`config.mk`:
```
export PLATFORM = sky130hd
export DESIGN_NAME = hpp_front
export DESIGN_NICKNAME = d
export VERILOG_FILES = /design/src/hw/rtl/hpp_pkg.sv /design/src/hw/rtl/hpp_front.sv
export SDC_FILE = /design/constraint.sdc
export NUM_CORES = 2
export LEC_CHECK = 0
export ABC_AREA = 0
export BUFFER_PORTS_ARGS = -buffer_cell sky130_fd_sc_hd__clkbuf_2
export CORE_MARGIN = 2
export CORE_UTILIZATION = 35
export DETAILED_ROUTE_END_ITERATION = 16
export PLACE_DENSITY_LB_ADDON = 0.3
export SYNTH_ARGS = -nofsm -noshare
export SYNTH_HDL_FRONTEND = slang
export SYNTH_SLANG_ARGS = --single-unit
```
`constraint.sdc`:
```
create_clock -name clk_i -period 4.91 [get_ports clk_i]
set_clock_uncertainty 0.1 [all_clocks]
set_input_delay 0.2455 -clock clk_i [delete_from_list [all_inputs] [get_ports clk_i]]
set_output_delay 0.2455 -clock clk_i [all_outputs]
set_load 0.005 [all_outputs]
```
`src/hw/rtl/hpp_pkg.sv`:
```
// Shared types and constants for the heightmap perspective projection block.
// Holds the configuration register map, reset values and the config bundle.
// No dependencies.
`timescale 1ns / 1ps

package hpp_pkg;

  localparam int unsigned COEFF_FRAC_BITS = 14;
  localparam int unsigned GRID_MAX        = 4096;
  localparam int unsigned QUEUE_DEPTH     = 4;

  localparam int unsigned CFG_IDX_W  = 3;
  localparam int unsigned CFG_DATA_W = 16;
  localparam int unsigned COORD_W    = 16;

  typedef enum logic [CFG_IDX_W-1:0] {
    REG_COS    = 3'd0,
    REG_SIN    = 3'd1,
    REG_DEPTH  = 3'd2,
    REG_GRID_W = 3'd3,
    REG_GRID_H = 3'd4,
    REG_SCREEN = 3'd5
  } cfg_reg_e;

  localparam logic signed [15:0] COS_RESET    = 16'sd16384;
  localparam logic signed [15:0] SIN_RESET    = 16'sd0;
  localparam logic [15:0]        DEPTH_RESET  = 16'd1000;
  localparam logic [12:0]        GRID_RESET   = 13'd16;
  localparam logic [12:0]        SCREEN_RESET = 13'd1000;

  localparam logic [COORD_W-1:0] BEHIND_COORD = 16'hFFFF;
  localparam logic [COORD_W-1:0] SAT_POS      = 16'h7FFF;
  localparam logic [COORD_W-1:0] SAT_NEG      = 16'h8000;

  typedef struct packed {
    logic signed [15:0] cos_coeff;
    logic signed [15:0] sin_coeff;
    logic [15:0]        depth_offset;
    logic [11:0]        half_w;
    logic [11:0]        half_h;
    logic [12:0]        screen_size;
  } cfg_t;

endpackage

```
`src/hw/rtl/hpp_front.sv`:
```
// Front end: centers the grid point, rotates it about the x axis and classifies it.
// Two stages: products, then sums and the in-front check. Uses hpp_pkg.
`timescale 1ns / 1ps

module hpp_front #(
  parameter int unsigned CoeffFracBits = hpp_pkg::COEFF_FRAC_BITS,
  localparam int unsigned ValW = (CoeffFracBits + 18 > 34) ? CoeffFracBits + 18 : 34
) (
  input  logic                   clk_i,
  input  logic                   rst_ni,
  input  hpp_pkg::cfg_t          cfg_i,
  input  logic                   accept_i,
  input  logic [11:0]            column_i,
  input  logic [11:0]            row_i,
  input  logic signed [15:0]     height_sample_i,
  output logic [1:0]             inflight_o,
  output logic                   push_o,
  output logic signed [ValW-1:0] x_o,
  output logic signed [ValW-1:0] y_o,
  output logic [ValW-1:0]        dist_o,
  output logic                   in_front_o
);
  import hpp_pkg::*;

  localparam int unsigned F = CoeffFracBits;

  logic                   v1_q, v2_q;
  logic signed [12:0]     row_s;
  logic signed [12:0]     xc_d, xc_q;
  logic signed [28:0]     cr_d, cr_q, sr_d, sr_q;
  logic signed [31:0]     sh_d, sh_q, ch_d, ch_q;
  logic signed [ValW-1:0] hh_s, dep_s, x_d, y_d, dist_d;
  logic signed [ValW-1:0] x_q, y_q, dist_q;
  logic                   front_d, front_q;

  assign row_s = $signed({1'b0, row_i});
  assign xc_d  = $signed({1'b0, column_i}) - $signed({1'b0, cfg_i.half_w});
  assign cr_d  = 29'(cfg_i.cos_coeff) * 29'(row_s);
  assign sr_d  = 29'(cfg_i.sin_coeff) * 29'(row_s);
  assign sh_d  = 32'(cfg_i.sin_coeff) * 32'(height_sample_i);
  assign ch_d  = 32'(cfg_i.cos_coeff) * 32'(height_sample_i);

  always_ff @(posedge clk_i) begin
    if (accept_i) begin
      xc_q <= xc_d;
      cr_q <= cr_d;
      sr_q <= sr_d;
      sh_q <= sh_d;
      ch_q <= ch_d;
    end
  end

  assign hh_s   = $signed({{(ValW-12-F){1'b0}}, cfg_i.half_h, {F{1'b0}}});
  assign dep_s  = $signed({{(ValW-16-F){1'b0}}, cfg_i.depth_offset, {F{1'b0}}});
  assign x_d    = $signed({{(ValW-13-F){xc_q[12]}}, xc_q, {F{1'b0}}});
  assign y_d    = ValW'(cr_q) + ValW'(sh_q) - hh_s;
  assign dist_d = ValW'(sr_q) + dep_s - ValW'(ch_q);
  assign front_d = !dist_d[ValW-1] && (dist_d != '0);

  always_ff @(posedge clk_i) begin
    if (v1_q) begin
      x_q     <= x_d;
      y_q     <= y_d;
      dist_q  <= dist_d;
      front_q <= front_d;
    end
  end

  always_ff @(posedge clk_i or negedge rst_ni) begin
    if (!rst_ni) begin
      v1_q <= 1'b0;
      v2_q <= 1'b0;
    end else begin
      v1_q <= accept_i;
      v2_q <= v1_q;
    end
  end

  assign inflight_o = {1'b0, v1_q} + {1'b0, v2_q};
  assign push_o     = v2_q;
  assign x_o        = x_q;
  assign y_o        = y_q;
  assign dist_o     = dist_q;
  assign in_front_o = front_q;

endmodule

```
==> flow_summary.yaml <==
logic_synthesis:
  synth_common_cells: "inv_1 (1219), fa_1 (910), nand2_1 (486)"
  synth.most_common_cell: "inv_1"
  synthXorXnorAreaFrac: 0.0341
  avgSynthCellArea_um2: 9.54
  synth_top_family_by_area: "adder cells"
  syn_inst: 4797
  synth-edff-count: 216
  synth-async-reset-ratio: 0.00917
  synth_top_area_frac: 0.398
  yosys-top-cells-area: "fa_1 (40%), edfxtp_1 (14%), ha_1 (11%)"
  yosysSeqAreaShare: 0.143
  synthAdderAreaFrac: 0.510
  synth_top_area_cell: "fa_1"
  netlist_area_um2: 45700
  ys_types: 62
  yosys_warnings: 0
  synth_compound_area_frac: 0.0573
  synth-main-ff-cell: "edfxtp_1"
  yosys-mux-area-fraction: 0.000438
  yosys.area_share.simple: 0.136
  ys_ff_latch: 218
grt:
  antenna_found_initial: 20
  grt_pass1_vias: 36650
  grt_pass1_wl_mm: 205
  grt_use_total: 0.199
  grt_overflow: 0
  grt_max_degree: 78
status:
  violations: "negative setup slack"
  status: "finished with violations"
final_layout:
  multi_input_area_um2: 35600
  area_growth_pct: 25.7
  final_area_um2: 57500
  layout.nets: 6963
  fin_cells: 7284
  fillers: 12364
  drive_gt1_frac: 0.221
  final-seq-area_um2: 6540
worst_setup_path:
  cp-end-kind: "register"
  worstSetupPathType: "primary input to register"
  crit_start: "cfg_i[61]"
  r2r-end: "in_front_o$_DFFE_PP_"
  crit_required_ns: 5.18
  worstPathArrival_ns: 5.94
  r2r_slack_ns: 0.34
  crit_fanout: 4
  r2r_cells: 15
  r2r-start: "sr_q[1]$_DFFE_PP_"
  start_kind: "primary input"
route:
  dr_wl_met3_mm: 5.78
  wl_met2_mm: 63.3
  drt_iter0_markers: 1428
  wl_met1_mm: 56.2
  wl_mm: 129
  top_layer: "met5"
  wl_per_cell_um: 17.7
  via_per_inst: 4.61
  vias: 33566
  drcViolationCount: 0
  first_pass_iters: 5
  final_antenna_net_count: 0
sta:
  rsz0062_at_grt: "yes"
  setup_viol: 52
  holdWs_ns: 0.0321
  slew_headroom: 0.355
  fmax_ghz: 0.176
  final-hold-violation-count: 0
  drv_slew: 0
  layout_setup_ws_ns: -0.768
  post-route-period-util: 1.16
  finalSetupTns_ns: -17.75
  min_period_ns: 5.68
  worst_pin_slew_ns: 0.960
die:
  die_y_um: 366
  initial_core_util: 0.353
  core_region_area_um2: 130000
  dieArea_um2: 134000
  pin_count: 234
  die_width_um: 366
  placement_rows: 132
placed_design:
  hpwl_mm: 110
  place_area_um2: 53500
  gp_congestion: 0.878
  dpl.cell_count: 7131
  port_buffers: 206
hold_path:
  hold_start: "column_i[4]"
  hold_end: "xc_q[4]$_DFFE_PP_"
  hold_class: "primary input to register"
  hold_depth: 4
clock_network:
  cts.path.max_buffers: 3
  clock_sinks: 218
  clockRootBuffer: "clkbuf_16"
  numCtsBuffers: 28
  clkSlewWorstSetupHoldPaths_ns: 0.06
  cts_tree: "built"
  insertion_delay_ns: 0.63
  h-tree-depth: 1
job:
  maxCapViolCount: 0
## cells by family (layout without fill, tap and decap cells)
logic type               Yosys count  count (layout)
multiplexers                       2               2
AO/OA/AOI/OAI                    411             411
adder cells (fa/ha/maj)         1320            1320
buffers and inverters           1422            2148
other                              1              20
flip-flops                       218             218
AND/OR/NAND/NOR                 1245            1245
XOR/XNOR                         178             178
## flip-flops by register name, indices dropped and copies added (netlist names)
register / flops
x_o: 13
ch_q: 32
push_o: 1
in_front_o: 1
sh_q: 32
dist_o: 33
y_o: 34
xc_q: 13
sr_q: 29
cr_q: 29
v1_q: 1
## critical path: stages
cell and delay (ns):
clkbuf_16 0.14, and2_4 0.16, fa_1 0.53, inv_1 0.05, fa_1 0.48, fa_1 0.51
inv_2 0.04, fa_1 0.48, fa_1 0.55, inv_2 0.04, fa_1 0.51, inv_2 0.05
ha_4 0.26, and3_4 0.19, nand3_4 0.07, a21oi_4 0.14, o31ai_4 0.10, a31oi_4 0.25
o22ai_4 0.15, o31a_1 0.35, a21oi_2 0.19, a41oi_2 0.17, nor2b_4 0.16, xnor2_1 0.11
## stage by stage
step,utilization,setup WS [ns]
floorplan,-,-1.20
global placement,0.412,-1.71
detailed placement,0.412,-1.72
CTS,0.436,-0.722
global route,0.444,-0.883
finish,0.444,-0.768
## routing by layer
metal / track usage / vias to the layer above
li1: - / 15830
met1: 0.260 / 16913
met2: 0.351 / 633
met3: 0.0220 / 174
met4: 0.0470 / 16
met5: 0 / -
## final cells by class
class | instances | area share
clock buffer | 33 | 0.0127
tap | 1742 | 0.0379
sequential | 218 | 0.114
timing repair buffer | 878 | 0.133
antenna | 6 | 0.000261
multi-input combinational | 3170 | 0.619
inverter | 1219 | 0.0796
clock inverter | 18 | 0.00435
## layout by cell type, fill, tap and decap left out, types with 12 or more instances in the layout
cell           instances
buf_12                49
a21o_1                68
conb_1                14
o21bai_1              15
nand2b_1              29
edfxtp_1             216
nand2_1              457
and2_4                19
xnor2_1              119
nand3_1               25
clkbuf_2             168
nand2_2               15
buf_8                 20
nand2_4               14
xor2_1                43
and3_1                20
nor2b_1               15
a21oi_1               97
a21oi_2               36
o21ai_2               15
ha_1                 374
fa_1                 876
ha_4                  30
o21ai_0               47
clkbuf_8              12
dlygate4sd3_1         16
inv_2                 30
fa_2                  34
buf_4                518
o21a_1                14
buf_6                 69
nor2_1                98
inv_1               1188
clkbuf_16             39
nor3_1                38
and2_1               429
## timing repair
item	4_1_cts	5_1_grt
endpoints found under the hold margin	25	0
hold buffers	16	0
cloned	9	1
resized for setup	304	187
pin swaps	127	154
buffers inserted	58	41
endpoints found under the setup margin	62	64
## how the worst max path moves through the flow
stage,end,slack [ns],depth (start not counted)
detailed placement,ch_q[30]$_DFFE_PP_,-1.72,23
floorplan,sh_q[28]$_DFFE_PP_,-1.20,23
finish,sh_q[29]$_DFFE_PP_,-0.77,24
global placement,sh_q[28]$_DFFE_PP_,-1.71,24
global route,sh_q[30]$_DFFE_PP_,-0.88,24
CTS,sh_q[28]$_DFFE_PP_,-0.72,25
Power is not shown: default switching activity piles up to over one toggle a cycle in this logic, so the estimate is an artifact.
