File: config.mk
export PLATFORM = sky130hd
export DESIGN_NAME = hpp_queue
export DESIGN_NICKNAME = d
export VERILOG_FILES = /design/src/hw/rtl/hpp_pkg.sv /design/src/hw/rtl/hpp_queue.sv
export SDC_FILE = /design/constraint.sdc
export NUM_CORES = 1
export LEC_CHECK = 0
export BUFFER_PORTS_ARGS = -buffer_cell sky130_fd_sc_hd__buf_2
export CAP_MARGIN = 20
export CORE_AREA = 5 5 42 44
export CTS_BUF_LIST = sky130_fd_sc_hd__clkbuf_8
export CTS_CLUSTER_SIZE = 14
export DETAILED_ROUTE_END_ITERATION = 6
export DIE_AREA = 0 0 47 49
export PLACE_DENSITY = 0.7
export REMOVE_ABC_BUFFERS = 1
export SLEW_MARGIN = 0
export SYNTH_ARGS = -nofsm -noshare
export SYNTH_HDL_FRONTEND = slang
export SYNTH_SLANG_ARGS = --single-unit
File: constraint.sdc
create_clock -name clk_i -period 2.9 [get_ports clk_i]
set_clock_uncertainty 0.15 [all_clocks]
set_input_delay 0.58 -clock clk_i [delete_from_list [all_inputs] [get_ports clk_i]]
set_output_delay 0.58 -clock clk_i [all_outputs]
set_load 0.1 [all_outputs]
File: src/hw/rtl/hpp_pkg.sv
// Shared types and constants for the heightmap perspective projection block.
// Holds the configuration register map, reset values and the config bundle.
// No dependencies.
`timescale 1ns / 1ps

package hpp_pkg;

  localparam int unsigned COEFF_FRAC_BITS = 14;
  localparam int unsigned GRID_MAX        = 4096;
  localparam int unsigned QUEUE_DEPTH     = 4;

  localparam int unsigned CFG_IDX_W  = 3;
  localparam int unsigned CFG_DATA_W = 16;
  localparam int unsigned COORD_W    = 16;

  typedef enum logic [CFG_IDX_W-1:0] {
    REG_COS    = 3'd0,
    REG_SIN    = 3'd1,
    REG_DEPTH  = 3'd2,
    REG_GRID_W = 3'd3,
    REG_GRID_H = 3'd4,
    REG_SCREEN = 3'd5
  } cfg_reg_e;

  localparam logic signed [15:0] COS_RESET    = 16'sd16384;
  localparam logic signed [15:0] SIN_RESET    = 16'sd0;
  localparam logic [15:0]        DEPTH_RESET  = 16'd1000;
  localparam logic [12:0]        GRID_RESET   = 13'd16;
  localparam logic [12:0]        SCREEN_RESET = 13'd1000;

  localparam logic [COORD_W-1:0] BEHIND_COORD = 16'hFFFF;
  localparam logic [COORD_W-1:0] SAT_POS      = 16'h7FFF;
  localparam logic [COORD_W-1:0] SAT_NEG      = 16'h8000;

  typedef struct packed {
    logic signed [15:0] cos_coeff;
    logic signed [15:0] sin_coeff;
    logic [15:0]        depth_offset;
    logic [11:0]        half_w;
    logic [11:0]        half_h;
    logic [12:0]        screen_size;
  } cfg_t;

endpackage

File: src/hw/rtl/hpp_queue.sv
// Short register queue between the front end and the projection back end.
// Written at the tail, read at the head. No dependencies.
`timescale 1ns / 1ps

module hpp_queue #(
  parameter int unsigned Width = 1,
  parameter int unsigned Depth = hpp_pkg::QUEUE_DEPTH,
  localparam int unsigned PtrW = (Depth > 1) ? $clog2(Depth) : 1,
  localparam int unsigned CntW = $clog2(Depth + 1)
) (
  input  logic             clk_i,
  input  logic             rst_ni,
  input  logic             push_i,
  input  logic [Width-1:0] data_i,
  input  logic             pop_i,
  output logic             valid_o,
  output logic [Width-1:0] data_o,
  output logic [CntW-1:0]  count_o
);

  logic [Width-1:0] mem_q [Depth];
  logic [PtrW-1:0]  wr_ptr_q, wr_ptr_d, rd_ptr_q, rd_ptr_d;
  logic [CntW-1:0]  count_q, count_d;

  always_comb begin
    wr_ptr_d = wr_ptr_q;
    rd_ptr_d = rd_ptr_q;
    count_d  = count_q;
    if (push_i) begin
      wr_ptr_d = (wr_ptr_q == PtrW'(Depth - 1)) ? '0 : wr_ptr_q + PtrW'(1);
    end
    if (pop_i) begin
      rd_ptr_d = (rd_ptr_q == PtrW'(Depth - 1)) ? '0 : rd_ptr_q + PtrW'(1);
    end
    if (push_i && !pop_i) begin
      count_d = count_q + CntW'(1);
    end else if (pop_i && !push_i) begin
      count_d = count_q - CntW'(1);
    end
  end

  always_ff @(posedge clk_i) begin
    if (push_i) begin
      mem_q[wr_ptr_q] <= data_i;
    end
  end

  always_ff @(posedge clk_i or negedge rst_ni) begin
    if (!rst_ni) begin
      wr_ptr_q <= '0;
      rd_ptr_q <= '0;
      count_q  <= '0;
    end else begin
      wr_ptr_q <= wr_ptr_d;
      rd_ptr_q <= rd_ptr_d;
      count_q  <= count_d;
    end
  end

  assign valid_o = (count_q != '0);
  assign data_o  = mem_q[rd_ptr_q];
  assign count_o = count_q;

endmodule

==> reports/results.ini, run 1 <==
[run_status]
outcome=completed

[synthesis]
yosysWarnings=0
synth_xor_area_frac=0.0479
muxShareOfSynthArea=0.0822
synth-adder-area-share=0.174
synthDistinctLibCells=17
synthTopCellsByCount=7 x dfrtp_1, 6 x ha_1, 5 x inv_1
synth_top_cell_area_share=0.320
synth.cell_area_um2=548
ys.flop_type=dfrtp_1
async_flop_share=0.636
yosys.area.top_type=dfrtp_1
synth-seq-cells=11
synth_area_leaders=dfrtp_1 32%, edfxtp_1 22%, ha_1 14%
synth_edf_count=4
ys_seq_area_frac=0.539
synth.most_common_cell=dfrtp_1
synth_top_family_by_area=adder cells
syn_area_per_cell_um2=13.4
synthSimpleGateAreaFrac=0.0890
synthCells=41
synth_compound_area_frac=0.0342

[setup_path]
required_ns=2.17
cp_max_fo=4
worstSetupEndpointType=output pin
worstSetupPathType=flop to output pin
startpoint=rd_ptr_q[0]$_DFFE_PN0P_
reg2reg_from=count_o[0]$_DFFE_PN0P_
startpoint_type=flop
crit_arrival_ns=1.44

[cts]
clock_path_buffers=2
clk_latency_ns=0.23
post_cts_resize_count=0
numCtsBuffers=3
hold_buffers=0
numClockSinks=11
cts-root-buf=clkbuf_8
cts_max_level=1
path_clk_slew_ns=0.05
post_cts_buffers=0
cts_tree=built

[floorplan]
die_x_um=47
fp-row-count=14
design.die.area_um2=2300
pin_count=10
dieHeight_um=49
core_area_um2=1400
initial_core_util=0.391

[drt]
drc=0
wl_met2_um=351
antenna_left=0
top_layer=met4
wl_met1_um=325
first_pass_iters=2
viasPerCell=4.31
met3WireLength_um=39
drt-total-wl_um=736
drt_iter0_markers=2
wl_per_cell_um=10.5
vias=302

[placement]
place.gp.congestion=0.676
dp_hpwl_um=579
port_buffers=9

[sta]
period_needed_ns=2.17
period_share=0.749
worst_slew_pin_slew_ns=0.499
slew_headroom=0.670
grt_setup_unrepaired=false
tns_ns=0
final_hold_viol_count=0
final_max_slew_viol_count=0
max_freq_mhz=460
setup_violations=0

[min_path]
hp-class=primary input to async pin

[global_routing]
grt_use_total=0.0774
grt_max_degree=10
grt_pass1_vias=293
gr-total-overflow=0
antenna_found_initial=0
grt_first_pass_wirelength_um=1270

[final_layout]
area_growth_pct=20.1
final_nets=67
antenna_cells=0
layout-drive-gt1-share=0.296

[job]
drv_cap=0

## stage by stage
| step | worst slack [ns] | util | cell area [um2] | cells | hold WS, ns |
|---|---|---|---|---|---|
| 2_1_floorplan | 0.379 | - | 548 | 41 | 0.134 |
| 3_3_place_gp | 0.848 | 0.438 | 613 | 66 | 0.269 |
| 3_5_place_dp | 0.832 | 0.438 | 613 | 66 | 0.271 |
| 4_1_cts | 0.704 | 0.470 | 658 | 70 | 0.0197 |
| 5_1_grt | 0.664 | 0.470 | 658 | 70 | 0.0229 |
| 6_report | 0.727 | 0.470 | 658 | 70 | 0.0206 |
## cell families (layout without fill, tap and decap cells)
kind of cell               count (synthesis)  after routing
DFF                                       11             11
and+or+nand+nor                            9              9
xor gates and xnor gates                   3              3
adders and majority gates                  7              7
buffers and inverters                      5             18
muxes                                      3              3
AOI/OAI and AO/OA                          3              3
## placed cells by master, fill, tap and decap left out, types with 2 or more instances in the layout
cell      synthesis  routed
dfrtp_1           7       7
edfxtp_1          4       4
mux2_2            2       2
and2_1            4       4
xor2_1            2       2
buf_2             0       9
o21ai_0           2       2
inv_1             5       6
clkbuf_8          0       3
ha_1              6       6
## layer usage
metal	vias up	global-route usage
met3	2	0.0111
met1	132	0.102
li1	162	-
met5	-	0
met4	0	0.0553
met2	6	0.111
## sequential cells by signal (all words and copies together), names as in the netlist
signal / cells
rd_ptr_q: 2
count_o: 3
wr_ptr_q: 2
mem_q: 4
## area by class of cell
class,count,area [um2]
repair buffers,9,45.0
multi-input cells,25,234
fillers,135,743
well taps,16,20.0
clock buffers,3,41.3
flip-flops and latches,11,295
inverters,5,18.8
clock inverters,1,3.75
## critical path, stage by stage, from the launching register on
cell     delay [ns]
dfrtp_1        0.40
mux4_2         0.50
buf_2          0.30
## worst paths after layout
path / end / cells after the start / slack (ns)
worst max-delay path: data_o / 2 / 0.73
worst min-delay path: count_o[0]$_DFFE_PN0P_ / 1 / 0.02
worst max register to register: count_o[2]$_DFFE_PN0P_ / 4 / 1.34
worst min register to register: count_o[2]$_DFFE_PN0P_ / 1 / 0.34
max in group asynchronous: rd_ptr_q[1]$_DFFE_PN0P_ / 1 / 2.43
min in group clk_i: count_o[2]$_DFFE_PN0P_ / 1 / 0.34
Power of run 1 is left out: the tool's default activity adds up to more than one toggle a clock period on the data nets, which glitch-free logic cannot reach.
==> run 2, diff against run 1 <==
--- a/config.mk
+++ b/config.mk
@@ -5,6 +5,7 @@
 export SDC_FILE = /design/constraint.sdc
 export NUM_CORES = 1
 export LEC_CHECK = 0
+export ABC_AREA = 1
 export BUFFER_PORTS_ARGS = -buffer_cell sky130_fd_sc_hd__buf_2
 export CAP_MARGIN = 20
 export CORE_AREA = 5 5 42 44
@@ -12,7 +13,7 @@
 export CTS_CLUSTER_SIZE = 14
 export DETAILED_ROUTE_END_ITERATION = 6
 export DIE_AREA = 0 0 47 49
-export PLACE_DENSITY = 0.7
+export PLACE_DENSITY = 0.73
 export REMOVE_ABC_BUFFERS = 1
 export SLEW_MARGIN = 0
 export SYNTH_ARGS = -nofsm -noshare
==> constraint.sdc (replaced) <==
create_clock -name clk_i -period 2.11 [get_ports clk_i]
set_clock_uncertainty 0.15 [all_clocks]
set_input_delay 0.422 -clock clk_i [delete_from_list [all_inputs] [get_ports clk_i]]
set_output_delay 0.422 -clock clk_i [all_outputs]
set_load 0.1 [all_outputs]
==> reports/results.ini, run 2 <==
[run_status]
outcome=completed

[final_layout]
layout_common_cells=18 x nand2_1, 16 x inv_1, 9 x buf_2
final_area_um2=702
layout-drive-gt1-share=0.156
regMostFlops=mem_q
antenna_cells=0
largest_register_ffs=4
final_cells=93
final_nets=90
layout_commonest_cell=nand2_1
n_fill_cell=119
area_growth_pct=20.6

[floorplan]
fp-row-count=14
dieHeight_um=49
die_x_um=47
pin_count=10
core_area_um2=1400
design.die.area_um2=2300
initial_core_util=0.415

[synthesis]
yosysWarnings=0
synth.cell_area_um2=582
synth_edf_count=4
synth_top_cell_area_share=0.301
synthDistinctLibCells=14
synth-seq-cells=11
ys.flop_type=dfrtp_1
synthTopCellsByCount=18 x nand2_1, 15 x inv_1, 7 x dfrtp_1
syn_area_per_cell_um2=9.24
ys_seq_area_frac=0.508
synth_area_leaders=dfrtp_1 30%, edfxtp_1 21%, ha_1 13%
synthCells=63
yosys.area.top_type=dfrtp_1
synth.most_common_cell=nand2_1
async_flop_share=0.636

[setup_path]
reg2reg_from=count_o[0]$_DFFE_PN0P_
worstSetupEndpointType=output pin
cp_max_fo=5
worstSetupPathType=flop to output pin
required_ns=1.54
startpoint=rd_ptr_q[0]$_DFFE_PN0P_
crit_arrival_ns=1.31
startpoint_type=flop

[sta]
setup_violations=0
period_share=0.894
worst_slew_pin_slew_ns=0.487
grt_setup_unrepaired=false
period_needed_ns=1.89
whs_ns=0.253
final_max_slew_viol_count=0
final_hold_viol_count=0
slew_headroom=0.678
max_freq_mhz=530

[drt]
antenna_left=0
viasPerCell=4.41
first_pass_iters=4
wl_met2_um=374
wl_per_cell_um=8.88
drc=0
vias=410
drt_iter0_markers=2
drt-total-wl_um=826
wl_met1_um=386
met3WireLength_um=38
top_layer=met4

[global_routing]
grt_use_total=0.0937
gr-total-overflow=0
grt_pass1_vias=353
grt_first_pass_wirelength_um=1490
antenna_found_initial=0
grt_max_degree=10

[placement]
port_buffers=9
placed_area_um2=647
place.gp.congestion=0.733
dp_hpwl_um=652
post-place-cells=88

[cts]
path_clk_slew_ns=0.05
cts_tree=built
cts-root-buf=clkbuf_8
numCtsBuffers=3
post_cts_buffers=0
clock_path_buffers=2
cts_max_level=1
clk_latency_ns=0.23
numClockSinks=11

[job]
drv_cap=0

[min_path]
hp-class=primary input to flop
hold_start=data_i

==> run 2: worst max-delay path: stages, from the launching register on <==
cell and delay (ns):
dfrtp_1 0.38, inv_1 0.12, o211ai_1 0.09, nand2_1 0.06, buf_2 0.41
==> run 2: path summary, 6_finish.rpt <==
path	end	slack, ns	cells after the start
min in group asynchronous	count_o[2]$_DFFE_PN0P_	0.41	2
setup / recovery	data_o	0.22	4
setup reg to reg	count_o[2]$_DFFE_PN0P_	0.71	5
max in group asynchronous	wr_ptr_q[1]$_DFFE_PN0P_	1.25	2
hold / removal	mem_q[2]$_DFFE_PP_	0.25	1
hold reg to reg	count_o[2]$_DFFE_PN0P_	0.35	2
==> run 2: per-layer routing <==
layer / vias up / GRT usage
met5: - / 0
met4: 0 / 0.0829
met3: 4 / 0.0332
met2: 5 / 0.118
met1: 178 / 0.120
li1: 223 / -
==> run 2: timing repair <==
| action | CTS | global route |
|---|---|---|
| endpoints found under the hold margin | 7 | 0 |
| resized for setup | 0 | 0 |
| hold buffers | 1 | 0 |
==> run 2: kinds of logic after synthesis <==
group | count (synthesis) | synth area share
AND/OR/NAND/NOR | 22 | 0.148
buffers and inverters | 15 | 0.0968
flip-flops | 11 | 0.508
AO/OA/AOI/OAI | 7 | 0.0688
adder cells (fa/ha/maj) | 7 | 0.163
XOR/XNOR | 1 | 0.0151
==> run 2: final cells by class <==
type                       instances  area (um2)  share of cell area
sequential                        11         295               0.421
multi-input combinational         37         230               0.328
inverter                          15        56.3              0.0802
timing repair buffer              10        55.1              0.0784
clock buffer                       3        41.3              0.0588
tap                               16        20.0              0.0285
clock inverter                     1        3.75             0.00535
==> run 2: stage by stage <==
stage	setup TNS [ns]	worst slack, ns	util
floorplan	-0.223	-0.223	-
global placement	0	0.388	0.462
detailed placement	0	0.381	0.462
CTS	0	0.204	0.501
global route	0	0.150	0.501
finish	0	0.224	0.501
Power of run 2 is left out for the same reason.
==> run 3, diff against run 2 <==
--- a/config.mk
+++ b/config.mk
@@ -14,7 +14,6 @@
 export DETAILED_ROUTE_END_ITERATION = 6
 export DIE_AREA = 0 0 47 49
 export PLACE_DENSITY = 0.73
-export REMOVE_ABC_BUFFERS = 1
 export SLEW_MARGIN = 0
 export SYNTH_ARGS = -nofsm -noshare
 export SYNTH_HDL_FRONTEND = slang
==> reports/results.ini, run 3 (synthesized netlist as in run 2, its figures left out) <==
[run_status]
outcome=completed

[global_routing]
grt_first_pass_wirelength_um=1670
grt_use_total=0.0996
grt_max_degree=10
antenna_found_initial=0
grt_pass1_vias=408
gr-total-overflow=0

[drt]
drc=0
drt_iter0_markers=8
first_pass_iters=2
viasPerCell=4.53
antenna_left=0
vias=421
drt-total-wl_um=883
wl_per_cell_um=9.49

[setup_path]
timing.rr.end=count_o[2]$_DFFE_PN0P_
cp_max_fo=5
crit_path_cell_trace=inv_1 -> o211ai_1 -> nand2_1 -> buf_2
r2r_cells=5
r2r_setup_slack_ns=0.72
crit_slowest_cell=buf_2
startpoint=rd_ptr_q[0]$_DFFE_PN0P_
startpoint_type=flop
worstSetupPathType=flop to output pin
slowest_delay_ns=0.41
crit_arrival_ns=1.33
critPathCapture=data_o
worstSetupEndpointType=output pin
critical-path-top-delay-family=buffers and inverters
reg2reg_from=count_o[0]$_DFFE_PN0P_
path_buf_inv=2
required_ns=1.54
crit_cells=4

[cts]
clk_latency_ns=0.23
post_cts_buffers=0
post_cts_resize_count=0
numCtsBuffers=3
numClockSinks=11
hold_buffers=1
clock_path_buffers=2
path_clk_slew_ns=0.05
cts_max_level=1
cts-root-buf=clkbuf_8
cts_tree=built

[final_layout]
n_fill_cell=145
final_nets=90
area_growth_pct=21.3
layout-drive-gt1-share=0.182
layout_commonest_cell=nand2_1
antenna_cells=0
largest_register_ffs=4
regMostFlops=mem_q
layout_common_cells=17 x nand2_1, 16 x inv_1, 9 x buf_2

[floorplan]
design.die.area_um2=2300
core_area_um2=1400
die_x_um=47
fp-row-count=14
dieHeight_um=49
pin_count=10
initial_core_util=0.415

[sta]
worst_slew_pin_slew_ns=0.485
tns_ns=0
period_share=0.900
final_hold_viol_count=0
max_freq_mhz=527
period_needed_ns=1.90
setup_violations=0
final_max_slew_viol_count=0
slew_headroom=0.679
grt_setup_unrepaired=false

[min_path]
hp-class=primary input to flop
hold_depth=1

[placement]
port_buffers=9
place.gp.congestion=0.730
dp_hpwl_um=704

[job]
drv_cap=0

[synthesis]
synth_fp_nets=75

==> run 3: cell types whose count changed in the layout (fill, tap and decap cells not counted) <==
cell	before	now
nand2_2	0	1
nand2_1	18	17
dfrtp_1	7	6
dfrtp_2	0	1
==> run 3: cell type report <==
class | count | area [um2] | share of cell area
clock buffer | 3 | 41.3 | 0.0585
clock inverter | 1 | 3.75 | 0.00532
inverter | 15 | 56.3 | 0.0798
multi-input combinational | 37 | 233 | 0.330
sequential | 11 | 297 | 0.420
tap | 16 | 20.0 | 0.0284
timing repair buffer | 10 | 55.1 | 0.0780
==> run 3: worst reg2reg max path, stage by stage (launching register included) <==
cell	delay (ns)
dfrtp_2	0.43
fa_1	0.44
inv_1	0.06
nand2_1	0.06
nand4_1	0.08
nand2_1	0.05
==> run 3: metrics by stage <==
| step | cells | hold slack (ns) | cell area [um2] | util | setup slack (ns) |
|---|---|---|---|---|---|
| after floorplan | 63 | -0.0236 | 586 | - | 0.0353 |
| after global placement | 88 | 0.110 | 651 | 0.464 | 0.383 |
| after detailed placement | 88 | 0.110 | 651 | 0.464 | 0.368 |
| after CTS | 93 | 0.259 | 706 | 0.504 | 0.189 |
| after global routing | 93 | 0.273 | 706 | 0.504 | 0.125 |
| final | 93 | 0.258 | 706 | 0.504 | 0.211 |
==> run 3: per-layer routing <==
layer  GRT usage  part of all wire  routed length [um]
met4      0.0415             0.011                  10
met1       0.116              0.41                 362
met2       0.154              0.53                 472
met5           0                 0                   0
met3      0.0443             0.042                  37
==> run 3: worst min-delay path by stage <==
stage	start	endpoint	slack, ns
floorplan	rst_ni	count_o[0]$_DFFE_PN0P_	-0.02
global placement	rst_ni	count_o[2]$_DFFE_PN0P_	0.11
detailed placement	rst_ni	count_o[2]$_DFFE_PN0P_	0.11
CTS	data_i	mem_q[3]$_DFFE_PP_	0.26
global route	data_i	mem_q[0]$_DFFE_PP_	0.27
finish	data_i	mem_q[3]$_DFFE_PP_	0.26
Power of run 3 is left out for the same reason.
